File: src/gpd_pkg.sv
// ----------------------------------------------------------------------------
// gpd_pkg
// shared types and constants of the gamepad packet deframer
// ----------------------------------------------------------------------------
package gpd_pkg;

  localparam int unsigned PayloadLen = 7;
  localparam int unsigned PosW       = 4;
  localparam int unsigned CfgW       = 16;

  localparam logic [PosW-1:0] PosHunt  = 4'd0;
  localparam logic [PosW-1:0] PosCheck = 4'd8;

  localparam logic [7:0] StickCenter = 8'd128;

  localparam logic [7:0]  HeaderRst    = 8'hAA;
  localparam logic [15:0] TimeoutRst   = 16'd500;
  localparam logic [6:0]  DeadbandRst  = 7'd20;
  localparam logic [7:0]  ThresholdRst = 8'd10;

  typedef enum logic {
    OP_BYTE = 1'b0,
    OP_TICK = 1'b1
  } gpd_op_e;

  typedef enum logic [1:0] {
    CFG_HEADER    = 2'd0,
    CFG_TIMEOUT   = 2'd1,
    CFG_DEADBAND  = 2'd2,
    CFG_THRESHOLD = 2'd3
  } gpd_cfg_e;

  typedef enum logic [1:0] {
    FRAME_NONE  = 2'd0,
    FRAME_GOOD  = 2'd1,
    FRAME_ERROR = 2'd2
  } gpd_frame_e;

  // payload order: lx, ly, rx, ry, lt, rt, buttons
  typedef logic [PayloadLen-1:0][7:0] gpd_bytes_t;

  typedef struct packed {
    logic [6:0] deadband;
    logic [7:0] threshold;
  } gpd_act_cfg_t;

  typedef struct packed {
    gpd_bytes_t  values;
    logic [1:0]  frame_status;
    logic        connected;
    logic        input_active;
    logic [15:0] error_total;
    logic [31:0] packet_age;
  } gpd_result_t;

endpackage

File: src/gpd_in_if.sv
// ----------------------------------------------------------------------------
// gpd_in_if
// input item channel: received byte or millisecond tick
// ----------------------------------------------------------------------------
interface gpd_in_if;
  logic       valid;
  logic       ready;
  logic       operation;
  logic [7:0] rx_byte;

  modport source (output valid, output operation, output rx_byte, input ready);
  modport sink   (input valid, input operation, input rx_byte, output ready);
endinterface

File: src/gpd_out_if.sv
// ----------------------------------------------------------------------------
// gpd_out_if
// result item channel: decoded values and link status
// ----------------------------------------------------------------------------
interface gpd_out_if;
  logic        valid;
  logic        ready;
  logic [7:0]  left_stick_x;
  logic [7:0]  left_stick_y;
  logic [7:0]  right_stick_x;
  logic [7:0]  right_stick_y;
  logic [7:0]  left_trigger;
  logic [7:0]  right_trigger;
  logic [7:0]  button_bits;
  logic [1:0]  frame_status;
  logic        connected;
  logic        input_active;
  logic [15:0] error_total;
  logic [31:0] packet_age;

  modport source (
    output valid, output left_stick_x, output left_stick_y, output right_stick_x,
    output right_stick_y, output left_trigger, output right_trigger,
    output button_bits, output frame_status, output connected, output input_active,
    output error_total, output packet_age, input ready
  );
  modport sink (
    input valid, input left_stick_x, input left_stick_y, input right_stick_x,
    input right_stick_y, input left_trigger, input right_trigger,
    input button_bits, input frame_status, input connected, input input_active,
    input error_total, input packet_age, output ready
  );
endinterface

File: src/gpd_activity.sv
// ----------------------------------------------------------------------------
// gpd_activity
// flags sticks outside the deadband, triggers over threshold, any button
// ----------------------------------------------------------------------------
module gpd_activity import gpd_pkg::*; (
  input  gpd_bytes_t   values_i,
  input  gpd_act_cfg_t cfg_i,
  output logic         active_o
);

  logic [3:0] stick_off;

  always_comb begin
    for (int i = 0; i < 4; i++) begin
      logic [7:0] delta;
      delta = (values_i[i] >= StickCenter) ? (values_i[i] - StickCenter)
                                           : (StickCenter - values_i[i]);
      stick_off[i] = delta > {1'b0, cfg_i.deadband};
    end
  end

  assign active_o = (|stick_off)
                  || (values_i[4] > cfg_i.threshold)
                  || (values_i[5] > cfg_i.threshold)
                  || (values_i[6] != 8'd0);

endmodule

File: src/gamepad_packet_deframer.sv
// ----------------------------------------------------------------------------
// gamepad_packet_deframer
// header / xor checksum deframer for nine-byte gamepad packets
// ----------------------------------------------------------------------------
//
//  channel  dir  handshake      payload
//  -------  ---  -------------  ---------------------------------------------
//  in_i     in   valid / ready  operation (byte or tick), rx_byte
//  out_o    out  valid / ready  seven decoded bytes, frame status, connected,
//                               input active, error total, packet age
//  cfg      in   cfg_we_i       cfg_index_i selects register, cfg_data_i value
//
//  one item per clock while results drain: an accepted item updates the
//  deframer state and its result lands in the output register on the same edge
//  in_i.ready is high while the output register is empty or being drained,
//  so a stalled result holds back only the next item
//  reset clears all control state and restores the configuration defaults;
//  the payload store has no reset, every entry is written before a copy
//
module gamepad_packet_deframer import gpd_pkg::*; (
  input  logic            clk_i,
  input  logic            rst_ni,
  gpd_in_if.sink          in_i,
  gpd_out_if.source       out_o,
  input  logic            cfg_we_i,
  input  logic [1:0]      cfg_index_i,
  input  logic [CfgW-1:0] cfg_data_i
);

  // configuration registers
  logic [7:0]  header_q;
  logic [15:0] timeout_q;
  logic [6:0]  deadband_q;
  logic [7:0]  threshold_q;

  // deframer state
  logic [PosW-1:0] pos_q, pos_d;
  logic [7:0]      xor_q, xor_d;
  logic [7:0]      store_q [PayloadLen];
  gpd_bytes_t      decoded_q, decoded_d;
  logic [15:0]     err_q, err_d;
  logic            seen_q, seen_d;
  logic [31:0]     age_q, age_d;

  // output register
  logic        out_valid_q;
  gpd_result_t out_q, out_d;

  logic       in_ready;
  logic       in_acc;
  logic       store_we;
  logic [2:0] store_idx;
  logic [1:0] status;
  gpd_bytes_t store_bytes;
  gpd_act_cfg_t act_cfg;
  logic       active;

  // output register can take a new item when empty or being drained
  assign in_ready   = !out_valid_q || out_o.ready;
  assign in_acc     = in_i.valid && in_ready;
  assign in_i.ready = in_ready;

  // position 1..7 writes payload entry position-1
  assign store_idx = pos_q[2:0] - 3'd1;

  always_comb begin
    for (int i = 0; i < PayloadLen; i++) begin
      store_bytes[i] = store_q[i];
    end
  end

  // next-state logic of the deframer
  always_comb begin
    pos_d     = pos_q;
    xor_d     = xor_q;
    decoded_d = decoded_q;
    err_d     = err_q;
    seen_d    = seen_q;
    age_d     = age_q;
    store_we  = 1'b0;
    status    = FRAME_NONE;
    if (in_acc) begin
      priority if (gpd_op_e'(in_i.operation) == OP_TICK) begin
        // tick leaves the deframer alone, age saturates
        if (age_q != 32'hFFFF_FFFF) begin
          age_d = age_q + 32'd1;
        end
      end else if (pos_q == PosHunt) begin
        // hunting: drop everything but the header
        if (in_i.rx_byte == header_q) begin
          pos_d = 4'd1;
          xor_d = 8'd0;
        end
      end else if (pos_q < PosCheck) begin
        // payload byte, header value inside a packet is plain data
        store_we = 1'b1;
        xor_d    = xor_q ^ in_i.rx_byte;
        pos_d    = pos_q + 4'd1;
      end else begin
        // checksum byte closes the frame either way
        if (xor_q == in_i.rx_byte) begin
          decoded_d = store_bytes;
          age_d     = 32'd0;
          seen_d    = 1'b1;
          status    = FRAME_GOOD;
        end else begin
          err_d  = err_q + 16'd1;
          status = FRAME_ERROR;
        end
        pos_d = PosHunt;
        xor_d = 8'd0;
      end
    end
  end

  assign act_cfg.deadband  = deadband_q;
  assign act_cfg.threshold = threshold_q;

  // activity seen on the values this item leaves behind
  gpd_activity u_activity (
    .values_i (decoded_d),
    .cfg_i    (act_cfg),
    .active_o (active)
  );

  always_comb begin
    out_d.values       = decoded_d;
    out_d.frame_status = status;
    out_d.connected    = seen_d && (age_d < {16'd0, timeout_q});
    out_d.input_active = active;
    out_d.error_total  = err_d;
    out_d.packet_age   = age_d;
  end

  // control state, configuration and output valid
  always_ff @(posedge clk_i or negedge rst_ni) begin
    if (!rst_ni) begin
      header_q    <= HeaderRst;
      timeout_q   <= TimeoutRst;
      deadband_q  <= DeadbandRst;
      threshold_q <= ThresholdRst;
      pos_q       <= PosHunt;
      xor_q       <= 8'd0;
      decoded_q   <= {8'd0, 8'd0, 8'd0, StickCenter, StickCenter, StickCenter, StickCenter};
      err_q       <= 16'd0;
      seen_q      <= 1'b0;
      age_q       <= 32'd0;
      out_valid_q <= 1'b0;
    end else begin
      if (cfg_we_i) begin
        unique case (gpd_cfg_e'(cfg_index_i))
          CFG_HEADER:    header_q    <= cfg_data_i[7:0];
          CFG_TIMEOUT:   timeout_q   <= cfg_data_i[15:0];
          CFG_DEADBAND:  deadband_q  <= cfg_data_i[6:0];
          CFG_THRESHOLD: threshold_q <= cfg_data_i[7:0];
          default: ;
        endcase
      end
      pos_q     <= pos_d;
      xor_q     <= xor_d;
      decoded_q <= decoded_d;
      err_q     <= err_d;
      seen_q    <= seen_d;
      age_q     <= age_d;
      if (in_acc) begin
        out_valid_q <= 1'b1;
      end else if (out_o.ready) begin
        out_valid_q <= 1'b0;
      end
    end
  end

  // payload store and result data, no reset
  always_ff @(posedge clk_i) begin
    if (store_we) begin
      store_q[store_idx] <= in_i.rx_byte;
    end
    if (in_acc) begin
      out_q <= out_d;
    end
  end

  assign out_o.valid         = out_valid_q;
  assign out_o.left_stick_x  = out_q.values[0];
  assign out_o.left_stick_y  = out_q.values[1];
  assign out_o.right_stick_x = out_q.values[2];
  assign out_o.right_stick_y = out_q.values[3];
  assign out_o.left_trigger  = out_q.values[4];
  assign out_o.right_trigger = out_q.values[5];
  assign out_o.button_bits   = out_q.values[6];
  assign out_o.frame_status  = out_q.frame_status;
  assign out_o.connected     = out_q.connected;
  assign out_o.input_active  = out_q.input_active;
  assign out_o.error_total   = out_q.error_total;
  assign out_o.packet_age    = out_q.packet_age;

  // position never runs past the checksum slot
  a_pos_range: assert property (@(posedge clk_i) disable iff (!rst_ni)
    pos_q <= PosCheck)
    else $error("byte position out of range");

  // a good frame always restarts the age
  a_good_age: assert property (@(posedge clk_i) disable iff (!rst_ni)
    out_valid_q && (out_q.frame_status == FRAME_GOOD) |-> (out_q.packet_age == 32'd0))
    else $error("good frame with nonzero age");

  // no link before the first good packet
  a_no_link: assert property (@(posedge clk_i) disable iff (!rst_ni)
    out_valid_q && !seen_q |-> !out_q.connected)
    else $error("connected before any good packet");

  // ticks do not move the deframer
  a_tick_pos: assert property (@(posedge clk_i) disable iff (!rst_ni)
    in_acc && (gpd_op_e'(in_i.operation) == OP_TICK) |=> pos_q == $past(pos_q))
    else $error("tick changed byte position");

  // a checksum byte always ends a frame
  a_check_ends: assert property (@(posedge clk_i) disable iff (!rst_ni)
    in_acc && (gpd_op_e'(in_i.operation) == OP_BYTE) && (pos_q == PosCheck)
    |=> out_valid_q && (out_q.frame_status != FRAME_NONE) && (pos_q == PosHunt))
    else $error("checksum byte did not close frame");

endmodule
File: src/flat_wrapper.sv
// flat-port wrapper written by rule: the top's interface ports become plain ports
module gamepad_packet_deframer_flat import gpd_pkg::*;
  (clk_i, rst_ni, cfg_we_i, cfg_index_i, cfg_data_i, in_i_valid, in_i_operation, in_i_rx_byte, in_i_ready, out_o_valid, out_o_left_stick_x, out_o_left_stick_y, out_o_right_stick_x, out_o_right_stick_y, out_o_left_trigger, out_o_right_trigger, out_o_button_bits, out_o_frame_status, out_o_connected, out_o_input_active, out_o_error_total, out_o_packet_age, out_o_ready);
  gpd_in_if in_i_i ();
  gpd_out_if out_o_i ();
  input  logic clk_i;
  input  logic rst_ni;
  input  logic cfg_we_i;
  input  logic [1:0] cfg_index_i;
  input  logic [CfgW-1:0] cfg_data_i;
  input wire logic [$bits(in_i_i.valid)-1:0] in_i_valid;
  input wire logic [$bits(in_i_i.operation)-1:0] in_i_operation;
  input wire logic [$bits(in_i_i.rx_byte)-1:0] in_i_rx_byte;
  output wire logic [$bits(in_i_i.ready)-1:0] in_i_ready;
  output wire logic [$bits(out_o_i.valid)-1:0] out_o_valid;
  output wire logic [$bits(out_o_i.left_stick_x)-1:0] out_o_left_stick_x;
  output wire logic [$bits(out_o_i.left_stick_y)-1:0] out_o_left_stick_y;
  output wire logic [$bits(out_o_i.right_stick_x)-1:0] out_o_right_stick_x;
  output wire logic [$bits(out_o_i.right_stick_y)-1:0] out_o_right_stick_y;
  output wire logic [$bits(out_o_i.left_trigger)-1:0] out_o_left_trigger;
  output wire logic [$bits(out_o_i.right_trigger)-1:0] out_o_right_trigger;
  output wire logic [$bits(out_o_i.button_bits)-1:0] out_o_button_bits;
  output wire logic [$bits(out_o_i.frame_status)-1:0] out_o_frame_status;
  output wire logic [$bits(out_o_i.connected)-1:0] out_o_connected;
  output wire logic [$bits(out_o_i.input_active)-1:0] out_o_input_active;
  output wire logic [$bits(out_o_i.error_total)-1:0] out_o_error_total;
  output wire logic [$bits(out_o_i.packet_age)-1:0] out_o_packet_age;
  input wire logic [$bits(out_o_i.ready)-1:0] out_o_ready;
  assign in_i_i.valid = in_i_valid;
  assign in_i_i.operation = in_i_operation;
  assign in_i_i.rx_byte = in_i_rx_byte;
  assign in_i_ready = in_i_i.ready;
  assign out_o_valid = out_o_i.valid;
  assign out_o_left_stick_x = out_o_i.left_stick_x;
  assign out_o_left_stick_y = out_o_i.left_stick_y;
  assign out_o_right_stick_x = out_o_i.right_stick_x;
  assign out_o_right_stick_y = out_o_i.right_stick_y;
  assign out_o_left_trigger = out_o_i.left_trigger;
  assign out_o_right_trigger = out_o_i.right_trigger;
  assign out_o_button_bits = out_o_i.button_bits;
  assign out_o_frame_status = out_o_i.frame_status;
  assign out_o_connected = out_o_i.connected;
  assign out_o_input_active = out_o_i.input_active;
  assign out_o_error_total = out_o_i.error_total;
  assign out_o_packet_age = out_o_i.packet_age;
  assign out_o_i.ready = out_o_ready;
  gamepad_packet_deframer u_core (.clk_i(clk_i), .rst_ni(rst_ni), .in_i(in_i_i), .out_o(out_o_i), .cfg_we_i(cfg_we_i), .cfg_index_i(cfg_index_i), .cfg_data_i(cfg_data_i));
endmodule
File: config.mk
export PLATFORM = sky130hd
export DESIGN_NAME = gamepad_packet_deframer_flat
export DESIGN_NICKNAME = d
export VERILOG_FILES = /design/src/gpd_pkg.sv /design/src/gpd_in_if.sv /design/src/gpd_out_if.sv /design/src/gpd_activity.sv /design/src/gamepad_packet_deframer.sv /design/src/flat_wrapper.sv
export SDC_FILE = /design/constraint.sdc
export NUM_CORES = 1
export LEC_CHECK = 0
export BUFFER_PORTS_ARGS = -buffer_cell sky130_fd_sc_hd__clkbuf_2
export CAP_MARGIN = 20
export CORE_ASPECT_RATIO = 1.5
export CORE_UTILIZATION = 25
export CTS_BUF_LIST = sky130_fd_sc_hd__clkbuf_4
export CTS_CLUSTER_DIAMETER = 30
export DETAILED_ROUTE_END_ITERATION = 10
export HOLD_SLACK_MARGIN = 0.03
export MAX_ROUTING_LAYER = met4
export PLACE_DENSITY = 0.37
export SETUP_SLACK_MARGIN = 0.15
export SLEW_MARGIN = 20
export SYNTH_ARGS = -nofsm -noshare
export SYNTH_HDL_FRONTEND = slang
export SYNTH_HIERARCHICAL = 1
export SYNTH_SLANG_ARGS = --single-unit
File: constraint.sdc
create_clock -name clk_i -period 6.45 [get_ports clk_i]
set_input_delay 1.29 -clock clk_i [delete_from_list [all_inputs] [get_ports clk_i]]
set_output_delay 1.29 -clock clk_i [all_outputs]
set_load 0.005 [all_outputs]
* Word-level counts from Yosys, hierarchy flattened
Memories as Yosys holds them, arrays and structs flattened. Index checks and enable logic that the tools add are counted. W data, S select, Z words.
Operators by class: reductions and logical operators 18, magnitude comparators 12, divide/modulo/power cells 0, multiplexer cells 40, add/subtract/negate cells 12, shifts and indexed selects 0, multipliers 0, bitwise gates (word level) 2, eq/ne operators 7
Operators with widths (number):
- $mux W56 | 5
- $mux W32 | 6
- $mux W16 | 5
- $mux W8 | 7
- $add A32 B1 Y32 const B | 1
- $ge A8 B8 Y1 const B | 4
- $gt A8 B7 Y1 | 4
- $lt A32 B16 Y1 | 1
- $ne A32 B32 Y1 const B | 1
- $sub A8 B8 Y8 const A | 4
- $sub A8 B8 Y8 const B | 4
- $add A16 B1 Y16 const B | 1
- $eq A8 B8 Y1 | 2
- $gt A8 B8 Y1 | 2
- $mux W1 | 13
- $mux W4 | 3
- $reduce_and A2 Y1 | 4
- $reduce_bool A8 Y1 | 1
- $xor A8 B8 Y8 | 1
- $add A4 B1 Y4 const B | 1
- $eq A2 B2 Y1 const B | 2
- $logic_not A4 Y1 | 1
- $logic_or A1 B1 Y1 | 4
- $lt A4 B4 Y1 const B | 1
- 12 further kinds | 13
Storage, ports and cells: bits in registers 265, bits in latches 0, bits in writable memories 56, memories kept 1, logic and storage cells 121, bits in read-only memories 0
Memories:
- u_core.store_q | words 7, width 8, rd ports 7, clocked after Yosys merged registers in 0, write ports 1, line gamepad_packet_deframer.sv:39 | logic [7:0] store_q [PayloadLen];

* Longest topological paths before layout
Gate-level depths: netlist of the first run.
depth after elaboration 13, depth in mapped cells 19, depth with buffers taken out 17

* Cells and area by module
Netlist of the first run, hierarchy kept.
Modules (own cells, without submodules):
- gamepad_packet_deframer | sequential area each 8876.0 um2, cells each 946, instances 1, area an instance 12548.3 um2
- gpd_activity | sequential area each 0.0 um2, cells each 209, instances 1, area an instance 1554.0 um2

* Worst setup path after synthesis of the first run
OpenSTA, ideal clock, no wires.
path kind input -> register, start point input in_i_rx_byte[7], end point register u_core.out_q, in the netlist u_core/out_o.input_active (data pin), data arrival time 4.732 ns, library setup time 0.272 ns, path slack 1.446 ns, cell stages on the path 18, path through xor2_1 -> nor4_2 -> nand3_1 -> nor3_1 -> clkbuf_1 -> buf_1 -> nand2_1 -> nand2_1 -> inv_1 -> ha_1 -> mux2_2 -> ha_1 -> nor2b_1 -> o211ai_1 -> a21oi_1 -> o22ai_1 -> nand2_1 -> or4_1
RTL lines:
- start: declaration | line flat_wrapper.sv:13 | input wire logic [$bits(in_i_i.rx_byte)-1:0] in_i_rx_byte;
- end signal: assignment | line gamepad_packet_deframer.sv:179 | out_q <= out_d;
- end: declaration | line gamepad_packet_deframer.sv:47 | gpd_result_t out_q, out_d;

==> results of run 1 <==
routing by layer:
| layer | global-route usage (%) | vias up |
|---|---|---|
| met5 | - | - |
| met4 | 8.88 | 0 |
| met3 | 2.87 | 97 |
| met2 | 27.1 | 243 |
| met1 | 16.2 | 4717 |
| li1 | - | 4704 |
synth_stat cells (all sizes together) (2+ instances only):
library cell | instances | area (µm²)
a21o | 8 | 63.8
o21ai | 45 | 229
or4 | 5 | 41.3
a22o | 3 | 27.5
a211oi | 2 | 15.0
nor2 | 49 | 186
o311ai | 2 | 35.0
nor3 | 28 | 161
o21a | 2 | 15.0
nand3 | 34 | 170
nand3b | 4 | 30.0
a2111oi | 2 | 17.5
edfxtp | 164 | 4920
xor2 | 39 | 342
a2bb2oi | 2 | 17.5
mux2i | 7 | 70.1
o41ai | 2 | 17.5
nor2b | 6 | 37.5
ha | 67 | 838
o31ai | 3 | 22.5
mux2 | 44 | 495
o22ai | 3 | 18.8
a21oi | 31 | 155
dfstp | 18 | 473
and4 | 5 | 43.8
nand4b | 3 | 26.3
nand4 | 32 | 200
nand2 | 237 | 890
nor4b | 3 | 41.3
clkbuf | 20 | 115
nand2b | 4 | 25.0
inv | 50 | 188
and2 | 5 | 32.5
a31oi | 11 | 68.8
o31a | 2 | 17.5
buf | 7 | 42.5
nor4 | 13 | 106
and3 | 16 | 101
o211ai | 10 | 80.1
dfrtp | 139 | 3480
xnor2 | 14 | 123
critical path, stage by stage:
cell and delay, ps:
clkbuf_2 150, xor2_1 220, nor4_2 420, nand3_1 240
nor3_2 580, buf_12 280, nand2_1 90, nand2_1 140
inv_1 100, ha_1 300, mux2_2 270, ha_1 290
nor2b_1 130, o211ai_1 160, a21oi_1 80, o22ai_1 230
nand2_1 80, or4_1 500
power groups by stage:
stage | registers, µW | logic, µW | clock network, µW
after floorplan | 2420 | 346 | 0
after global placement | 2460 | 555 | 0
after detailed placement | 2460 | 560 | 0
after CTS | 2420 | 563 | 2120
after global routing | 2430 | 617 | 2230
final | 2410 | 543 | 2010
how the worst max path moves through the flow:
stage	start	end	slack (ps)	depth (start not counted)
after floorplan	in_i_rx_byte[7]	u_core/out_o.input_active$_DFFE_PP_	1450	18
after global placement	in_i_rx_byte[1]	u_core/out_o.input_active$_DFFE_PP_	620	18
after detailed placement	in_i_rx_byte[1]	u_core/out_o.input_active$_DFFE_PP_	560	18
after CTS	in_i_rx_byte[1]	u_core/out_o.input_active$_DFFE_PP_	1470	18
after global routing	in_i_rx_byte[1]	u_core/out_o.input_active$_DFFE_PP_	1190	18
final	in_i_rx_byte[1]	u_core/out_o.input_active$_DFFE_PP_	1390	18
cells by family after synthesis:
family | Yosys count | share of synthesized area (%)
XOR/XNOR | 53 | 3.29
multiplexers | 51 | 4.01
adder cells (fa/ha/maj) | 67 | 5.94
AND/OR/NAND/NOR | 449 | 15.1
buffers and inverters | 78 | 2.48
flip-flops | 321 | 62.9
AO/OA/AOI/OAI | 136 | 6.20
registers in the layout, indices dropped and copies added (netlist names), 16 cells and up:
register / flops
u_core/decoded_q: 56
u_core/store_q: 56
u_core/age_q: 32
u_core/err_q: 16
u_core/timeout_q: 16
u_core/out_o.packet_age: 32
u_core/out_o.error_total: 16
through the flow:
step | worst slack, ps | utilization, % | instances | power (µW) | cell area [µm²]
floorplan | 1450 | - | 1155 | 2760 | 14100
global placement | 616 | 28.4 | 2000 | 3010 | 15800
detailed placement | 560 | 28.4 | 2000 | 3010 | 15800
CTS | 1470 | 30.6 | 2172 | 5100 | 17100
global route | 1190 | 30.6 | 2173 | 5280 | 17100
finish | 1390 | 30.7 | 2174 | 4960 | 17100
cell type report:
class / count / area (µm²) / share of cell area [%]
Inverter: 51 / 194 / 1.14
Sequential cell: 321 / 8880 / 52.0
Timing Repair Buffer: 170 / 980 / 5.74
Clock buffer: 151 / 1130 / 6.64
Tap cell: 702 / 878 / 5.14
Clock inverter: 21 / 120 / 0.704
Multi-Input combinational cell: 756 / 4890 / 28.6
Antenna cell: 2 / 5.00 / 0.0293
==> reports/results.ini, run 1 <==
[detailed_routing]
wl_met2_mm=22.2
wl_per_cell_um=19.2
avgViaCountPerCell=4.49
top_layer=met4
wirelength_met1_mm=16.1
drt_iter0_drc=384
drtAntennaViolNets=0
drcViolationCount=0
firstDrtPassIters=5
wirelength_mm=41.8
wl_met3_mm=1.68
vias=9761

[synthesis]
synth_edf_count=164
synth_cell_types=72
synth_warnings=6
synth_fp_nets=1254
ys.flop_type=edfxtp_1
ys_seq_elements=321
synth.avg_cell_area_um2=12.2
synthCells=1155
yosysSeqAreaShare_pct=62.9
synth_area_um2=14100
async_flop_share_pct=48.9

[setup_path]
r2r_end=u_core/out_o.input_active$_DFFE_PP_
crit_fanout=37
r2r_start=u_core/xor_q[5]$_DFFE_PN0P_
reg2reg_slack_ps=1640
required_ps=6970
crit_type=in2reg
reg2reg_depth=17
worstPathArrival_ps=5580
cp-start-kind=primary input
critPathCaptureType=flop

[clocking]
cts_tree=done
clk_path_buf_depth=3
cts_root_buffer=clkbuf_4
post-cts-setup-buffers=0
cts_sinks=321
cts_hold_buf=0
clkLatencyLatePin_ps=810
cts_made_buffers=92
cts.repair.resized=0
path_clk_slew_ps=70
htreeDepth=3

[grt]
antenna_found_initial=1
overflow=0
grt_max_degree=128
grt_usage_pct=15.5
grt_pass1_vias=10300
grt_pass1_wl_mm=63.7

[floorplanning]
core-area_um2=55700
ios=142
fp.dieH_um=293
fp.dieW_um=196
start_util_pct=25.3
rows=106
die_area_um2=57400

[finish]
drive_above_1_share_pct=28.8
fin_nets=1491
layout_commonest_cell=nand2_1
fillers=5805
syn2layout_area_growth_pct=21.1
final_cell_mix=237 x nand2_1, 164 x edfxtp_1, 151 x clkbuf_4

[sta]
clock.fmax_mhz=198
grt_setup_unrepaired=no
maxSlewHeadroom_pct=30.5
fin_setup_tns_ps=0
drv_slew=0
fin_crit_ps=5060
finalClockSkew_ps=51.3
min_period_over_period_pct=78.4
finalHoldViolations=0
fin_hold_ws_ps=384
setup_viol=0
worst_pin_slew_ps=1040

[place]
io_buffers=141
dp_hpwl_mm=29.0
gp_congestion=0.839

[pwr]
powerDensity_nw_per_um2=291
clockPowerShare_pct=40.4
p_leak_uw=0.00771
vdd_drop_max_mv=0.121
p_sw_uw=1340
seqPwrFrac_pct=48.6
switching_share_pct=27.1
power_frac_comb_pct=10.9
p_int_uw=3620

[hold_path]
holdCritPathClass=in2async

[outcome]
status=finished, final reports clean

[run]
max-cap-violations=0

(Power assumes the default switching activity.)
==> run 2: changes to the inputs <==
--- a/config.mk
+++ b/config.mk
@@ -14,7 +14,7 @@
 export DETAILED_ROUTE_END_ITERATION = 10
 export HOLD_SLACK_MARGIN = 0.03
 export MAX_ROUTING_LAYER = met4
-export PLACE_DENSITY = 0.37
+export PLACE_DENSITY = 0.39
 export SETUP_SLACK_MARGIN = 0.15
 export SLEW_MARGIN = 20
 export SYNTH_ARGS = -nofsm -noshare
==> constraint.sdc (replaced) <==
create_clock -name clk_i -period 4.3 [get_ports clk_i]
set_input_delay 0.86 -clock clk_i [delete_from_list [all_inputs] [get_ports clk_i]]
set_output_delay 0.86 -clock clk_i [all_outputs]
set_load 0.005 [all_outputs]
==> reports/results.ini, run 2 (synthesis gave the netlist of run 1 again) <==
[outcome]
status=finished, final reports clean

[sta]
finalHoldViolations=0  ; unchanged
min_period_over_period_pct=91.9
drv_slew=0  ; unchanged
setup_viol=0  ; unchanged
finalClockSkew_ps=55.1  ; +3.78 ps
fin_setup_tns_ps=0  ; unchanged
fin_crit_ps=3950
maxSlewHeadroom_pct=32.3  ; +1.9 points
grt_setup_unrepaired=yes
worst_pin_slew_ps=1010  ; -27.7 ps
clock.fmax_mhz=253

[detailed_routing]
drt_iter0_drc=396  ; +3.1%
wirelength_mm=42.8  ; +2.4%
wl_per_cell_um=18.4  ; -4.0%
drcViolationCount=0  ; unchanged
drtAntennaViolNets=0  ; unchanged
firstDrtPassIters=5  ; unchanged
avgViaCountPerCell=4.44  ; -1.2%
vias=10300  ; +5.4%

[run]
max-cap-violations=0  ; unchanged

[floorplanning]
die_area_um2=57400  ; unchanged
start_util_pct=25.3  ; unchanged
fp.dieH_um=293  ; unchanged
rows=106  ; unchanged
ios=142  ; unchanged
fp.dieW_um=196  ; unchanged
core-area_um2=55700  ; unchanged

[setup_path]
required_ps=4900  ; -2070 ps
crit_path_start=u_core/age_q[5]$_DFF_PN0_
cp-start-kind=flop
r2r_start=u_core/age_q[5]$_DFF_PN0_
r2r_end=u_core/out_o.connected$_DFFE_PP_
worstPathArrival_ps=4550  ; -1030 ps
reg2reg_depth=16  ; -1
critPathBufInv=1  ; -2
crit_fanout=6  ; -84%
cpPeakStageDelay_ps=430  ; -150 ps
crit_type=reg2reg
cp.depth=16  ; -2
critPathCaptureType=flop
cpMaxStageDelayCell=dfrtp_1
reg2reg_slack_ps=350  ; -1290 ps
path_delay_family=simple AND/OR/NAND/NOR gates
crit_chain=and3_1, nand4_1, o31a_1, and2_1, nand4_1, buf_4, o211ai_1, o31ai_1, ha_1, a21oi_1, o21ai_0, or4_1, o211ai_1, and4b_1, nand4b_1, nor4_2

[finish]
stdcell_area_um2=18400  ; +7.6%
fin_nets=1639  ; +9.9%
reg_top3=u_core/decoded_q (56), u_core/store_q (56)
ff_latch_area_um2=8880  ; about the same
fillers=5669  ; -2.3%
syn2layout_area_growth_pct=30.3
final_cell_mix=226 x nand2_1, 173 x buf_4, 164 x edfxtp_1
layout_commonest_cell=nand2_1
drive_above_1_share_pct=35.9  ; +7.0 points
multi_input_area_um2=5010  ; +2.4%

[pwr]
p_total_uw=7590  ; +53%
p_leak_uw=0.00848  ; +10%
vdd_drop_max_mv=0.172  ; +42%
powerDensity_nw_per_um2=413  ; +42%

[grt]
grt_max_degree=83  ; -35%
antenna_found_initial=2  ; +1
overflow=0  ; unchanged
grt_usage_pct=15.7  ; +0.20 points
grt_pass1_vias=11000  ; +6.2%
grt_pass1_wl_mm=64.9  ; +1.9%

[clocking]
htreeDepth=3  ; unchanged
cts_sinks=321  ; unchanged
cts_made_buffers=89  ; -3.3%
clk_path_buf_depth=3  ; unchanged
path_clk_slew_ps=80  ; about the same
cts_hold_buf=0  ; unchanged
cts_root_buffer=clkbuf_4
clkLatencyLatePin_ps=820  ; about the same
cts_tree=done

[place]
dp_hpwl_mm=30.6  ; +5.6%
io_buffers=141  ; unchanged
gp_congestion=0.810  ; -3.4%
dpl_cell_area_um2=17000  ; +7.2%

[hold_path]
holdCritPathClass=in2async

[run 2: worst max-delay path by stage]
| stage | endpoint | slack, ps |
|---|---|---|
| after floorplan | u_core/out_o.input_active$_DFFE_PP_ | 110 |
| after global placement | u_core/out_o.input_active$_DFFE_PP_ | -480 |
| after detailed placement | u_core/out_o.input_active$_DFFE_PP_ | -560 |
| after CTS | u_core/out_o.input_active$_DFFE_PP_ | 170 |
| after global routing | u_core/out_o.input_active$_DFFE_PP_ | 120 |
| final | u_core/out_o.connected$_DFFE_PP_ | 350 |
[run 2: per-layer routing]
layer | up-vias | global-route usage, % | wire length, µm
met5 | - | - | 0
met4 | 0 | 6.65 | 1200
met3 | 91 | 3.10 | 1570
met2 | 207 | 29.1 | 23900
met1 | 5002 | 15.8 | 16100
li1 | 4986 | - | -
[run 2: what timing repair did]
| item | CTS | global route |
|---|---|---|
| pin swaps | 1 | 8 |
| gates cloned | 0 | 1 |
| resized for setup | 0 | 14 |
| endpoints found under the setup margin | 1 | 2 |
| setup buffers | 0 | 9 |
[run 2: layout make-up]
cell class | count | share of cell area, %
inverter | 51 | 1.06
antenna | 2 | 0.0272
clock buffer | 130 | 5.31
timing repair buffer | 321 | 11.7
clock inverter | 36 | 1.57
multi-input combinational | 756 | 27.2
sequential | 321 | 48.3
tap | 702 | 4.78
[run 2: power breakdown]
group | switching, µW | total (µW) | leakage (µW) | internal [µW]
registers | 128 | 3600 | 0.00361 | 3470
logic | 549 | 917 | 0.00413 | 368
clock network | 1370 | 3070 | 0.000746 | 1700
total | 2050 | 7590 | 0.00848 | 5540
[run 2: worst reg2reg max path: stages (launching register included)]
cell	delay, ps
dfrtp_1	430
and3_1	250
nand4_1	200
o31a_1	360
and2_1	190
nand4_1	120
buf_4	150
o211ai_1	80
o31ai_1	100
ha_1	320
a21oi_1	130
o21ai_0	130
or4_1	430
o211ai_1	190
and4b_1	260
nand4b_1	140
nor4_2	290
[run 2: metrics by stage]
step           std cells  setup slack, ps  hold WS (ps)  util [%]
2_1_floorplan       1155              108           424         -
3_3_place_gp        2141             -481           443      30.4
3_5_place_dp        2141             -557           447      30.4
4_1_cts             2307              173          71.1      32.7
5_1_grt             2319              115           135      33.0
6_report            2319              348           152      33.0
==> run 3: changes to the inputs <==
--- a/config.mk
+++ b/config.mk
@@ -7,6 +7,8 @@
 export LEC_CHECK = 0
 export BUFFER_PORTS_ARGS = -buffer_cell sky130_fd_sc_hd__clkbuf_2
 export CAP_MARGIN = 20
+export CELL_PAD_IN_SITES_DETAIL_PLACEMENT = 0
+export CELL_PAD_IN_SITES_GLOBAL_PLACEMENT = 2
 export CORE_ASPECT_RATIO = 1.5
 export CORE_UTILIZATION = 25
 export CTS_BUF_LIST = sky130_fd_sc_hd__clkbuf_4
@@ -14,7 +16,7 @@
 export DETAILED_ROUTE_END_ITERATION = 10
 export HOLD_SLACK_MARGIN = 0.03
 export MAX_ROUTING_LAYER = met4
-export PLACE_DENSITY = 0.39
+export PLACE_DENSITY = 0.51
 export SETUP_SLACK_MARGIN = 0.15
 export SLEW_MARGIN = 20
 export SYNTH_ARGS = -nofsm -noshare
==> constraint.sdc (replaced) <==
create_clock -name clk_i -period 4.4 [get_ports clk_i]
set_input_delay 0.88 -clock clk_i [delete_from_list [all_inputs] [get_ports clk_i]]
set_output_delay 0.88 -clock clk_i [all_outputs]
set_load 0.005 [all_outputs]
==> reports/results.ini, run 3 (synthesis gave the netlist of run 1 again) <==
[outcome]
status=finished, final reports clean

[floorplanning]
start_util_pct=25.3  ; unchanged
fp.dieW_um=196  ; unchanged
fp.dieH_um=293  ; unchanged
ios=142  ; unchanged
rows=106  ; unchanged
core-area_um2=55700  ; unchanged
die_area_um2=57400  ; unchanged

[setup_path]
cpMaxStageDelayCell=dfrtp_1
worstPathArrival_ps=4660  ; +110 ps
crit_chain=and3_2, nand4_1, o31a_1, and2_1, nand4_1, buf_4, nand3_1, o21ai_0, ha_1, a21oi_1, o21ai_0, or4_1, o211ai_1, and4b_1, nand4b_1, nor4_2
r2r_start=u_core/age_q[20]$_DFF_PN0_
cpPeakStageDelay_ps=420  ; about the same
crit_type=reg2reg
critPathCaptureType=flop
reg2reg_slack_ps=370  ; +20 ps
required_ps=5020  ; +120 ps
cp-start-kind=flop
r2r_end=u_core/out_o.connected$_DFFE_PP_
reg2reg_depth=16  ; unchanged
crit_fanout=6  ; unchanged

[sta]
clock.fmax_mhz=248  ; -2.0%
setup_slack_ps=367  ; +18.7 ps
setup_viol=0  ; unchanged
fin_setup_tns_ps=0  ; unchanged
maxSlewHeadroom_pct=34.8  ; +2.4 points
min_period_over_period_pct=91.7  ; -0.24 points
fin_hold_ws_ps=127  ; -24.9 ps
grt_setup_unrepaired=yes
worst_pin_slew_ps=978  ; -33.5 ps
fin_crit_ps=4030  ; +81.3 ps
finalClockSkew_ps=43.0  ; -12.1 ps
drv_slew=0  ; unchanged
finalHoldViolations=0  ; unchanged

[finish]
layout_commonest_cell=nand2_1
fin_cells=2344  ; +1.1%
fillers=5774  ; +1.9%
reg_top3=u_core/decoded_q (56), u_core/store_q (56)
fin_nets=1662  ; +1.4%
final_util_pct=33.2  ; +0.25 points
final_cell_mix=228 x nand2_1, 188 x buf_4, 164 x edfxtp_1
drive_above_1_share_pct=37.3  ; +1.5 points
syn2layout_area_growth_pct=31.3

[clocking]
path_clk_slew_ps=60  ; -20 ps
cts_made_buffers=92  ; +3.4%
cts_root_buffer=clkbuf_4
clk_path_buf_depth=3  ; unchanged
cts_tree=done
htreeDepth=3  ; unchanged
cts_sinks=321  ; unchanged
clkLatencyLatePin_ps=820  ; about the same
cts_hold_buf=0  ; unchanged

[run]
max-cap-violations=0  ; unchanged

[grt]
grt_usage_pct=16.5  ; +0.83 points
grt_max_degree=77  ; -7.2%
overflow=0  ; unchanged
grt_pass1_wl_mm=67.6  ; +4.2%
grt_pass1_vias=11100  ; +1.3%
antenna_found_initial=2  ; unchanged

[place]
dp_hpwl_mm=31.8  ; +3.8%
gp_congestion=0.788  ; -2.7%
pre_cts_ws_ps=-485  ; +71.9 ps
dp_cells=2149  ; +0.37%
io_buffers=141  ; unchanged

[detailed_routing]
wl_per_cell_um=19.2  ; +4.3%
vias=10400  ; +1.4%
avgViaCountPerCell=4.45  ; +0.36%
drt_iter0_drc=367  ; -7.3%
drtAntennaViolNets=0  ; unchanged
drcViolationCount=0  ; unchanged
wirelength_mm=45.1  ; +5.4%
firstDrtPassIters=7  ; +2

[pwr]
powerDensity_nw_per_um2=399  ; -3.5%
vdd_drop_max_mv=0.161  ; -6.5%
p_leak_uw=0.00858  ; +1.2%

[hold_path]
holdCritPathClass=in2async

[run 3: cell types whose count changed in the layout (fill, tap and decap cells not counted), sizes merged]
cell / delta
clkinvlp: +1
diode: +3
clkbuf: +10
clkinv: -6
buf: +20
bufinv: -3
[run 3: timing repair]
action                                  in CTS  in global routing
buffers inserted                             2                 19
gates cloned                                 0                  1
pin swaps                                    1                 11
endpoints found under the setup margin       1                  2
gates resized for setup                      0                 30
[run 3: cell type report]
cell class / count / area [µm²] / area share, %
Antenna cell: 5 / 12.5 / 0.0676
Sequential cell: 321 / 8880 / 48.0
Clock buffer: 140 / 1050 / 5.68
Multi-Input combinational cell: 756 / 5000 / 27.0
Clock inverter: 28 / 178 / 0.960
Tap cell: 702 / 878 / 4.74
Timing Repair Buffer: 341 / 2320 / 12.5
Inverter: 51 / 194 / 1.05
[run 3: how the worst max path moves through the flow]
stage | startpoint | endpoint | slack (ps)
2_1_floorplan | in_i_rx_byte[3] | u_core/out_o.input_active$_DFFE_PP_ | 150
3_3_place_gp | in_i_rx_byte[3] | u_core/out_o.input_active$_DFFE_PP_ | -440
3_5_place_dp | in_i_rx_byte[2] | u_core/out_o.input_active$_DFFE_PP_ | -480
4_1_cts | u_core/age_q[30]$_DFF_PN0_ | u_core/out_o.connected$_DFFE_PP_ | 190
5_1_grt | u_core/out_o.valid$_DFFE_PN0P_ | u_core/out_o.connected$_DFFE_PP_ | 110
6_report | u_core/age_q[20]$_DFF_PN0_ | u_core/out_o.connected$_DFFE_PP_ | 370
[run 3: power breakdown]
part | internal [µW] | total [µW] | switching [µW]
Combinational | 373 | 931 | 558
Clock | 1570 | 2930 | 1360
Sequential | 3390 | 3520 | 122
Total | 5340 | 7380 | 2040
[run 3: layer usage]
layer | share of wire (%) | GRT usage [%] | vias to the layer above | wire (µm)
li1 | - | - | 5033 | -
met1 | 38 | 17.0 | 5056 | 17000
met2 | 55 | 30.6 | 245 | 25000
met3 | 3.6 | 2.88 | 100 | 1600
met4 | 3.3 | 7.05 | 0 | 1470
met5 | 0 | - | - | 0
[run 3: worst max-delay path, delay by kind of cell, from the launching register on]
family	cells	cell delay, ps
AOI/OAI and AO/OA	5	980
adders and majority gates	1	310
buffers and inverters	1	150
DFF	1	420
and+or+nand+nor	9	2000
[run 3: stage by stage]
stage / area, µm² / total power [µW]
finish: 18500 / 7380
global route: 18500 / 7810
CTS: 18200 / 7540
detailed placement: 17000 / 4510
global placement: 17000 / 4500
floorplan: 14200 / 4050
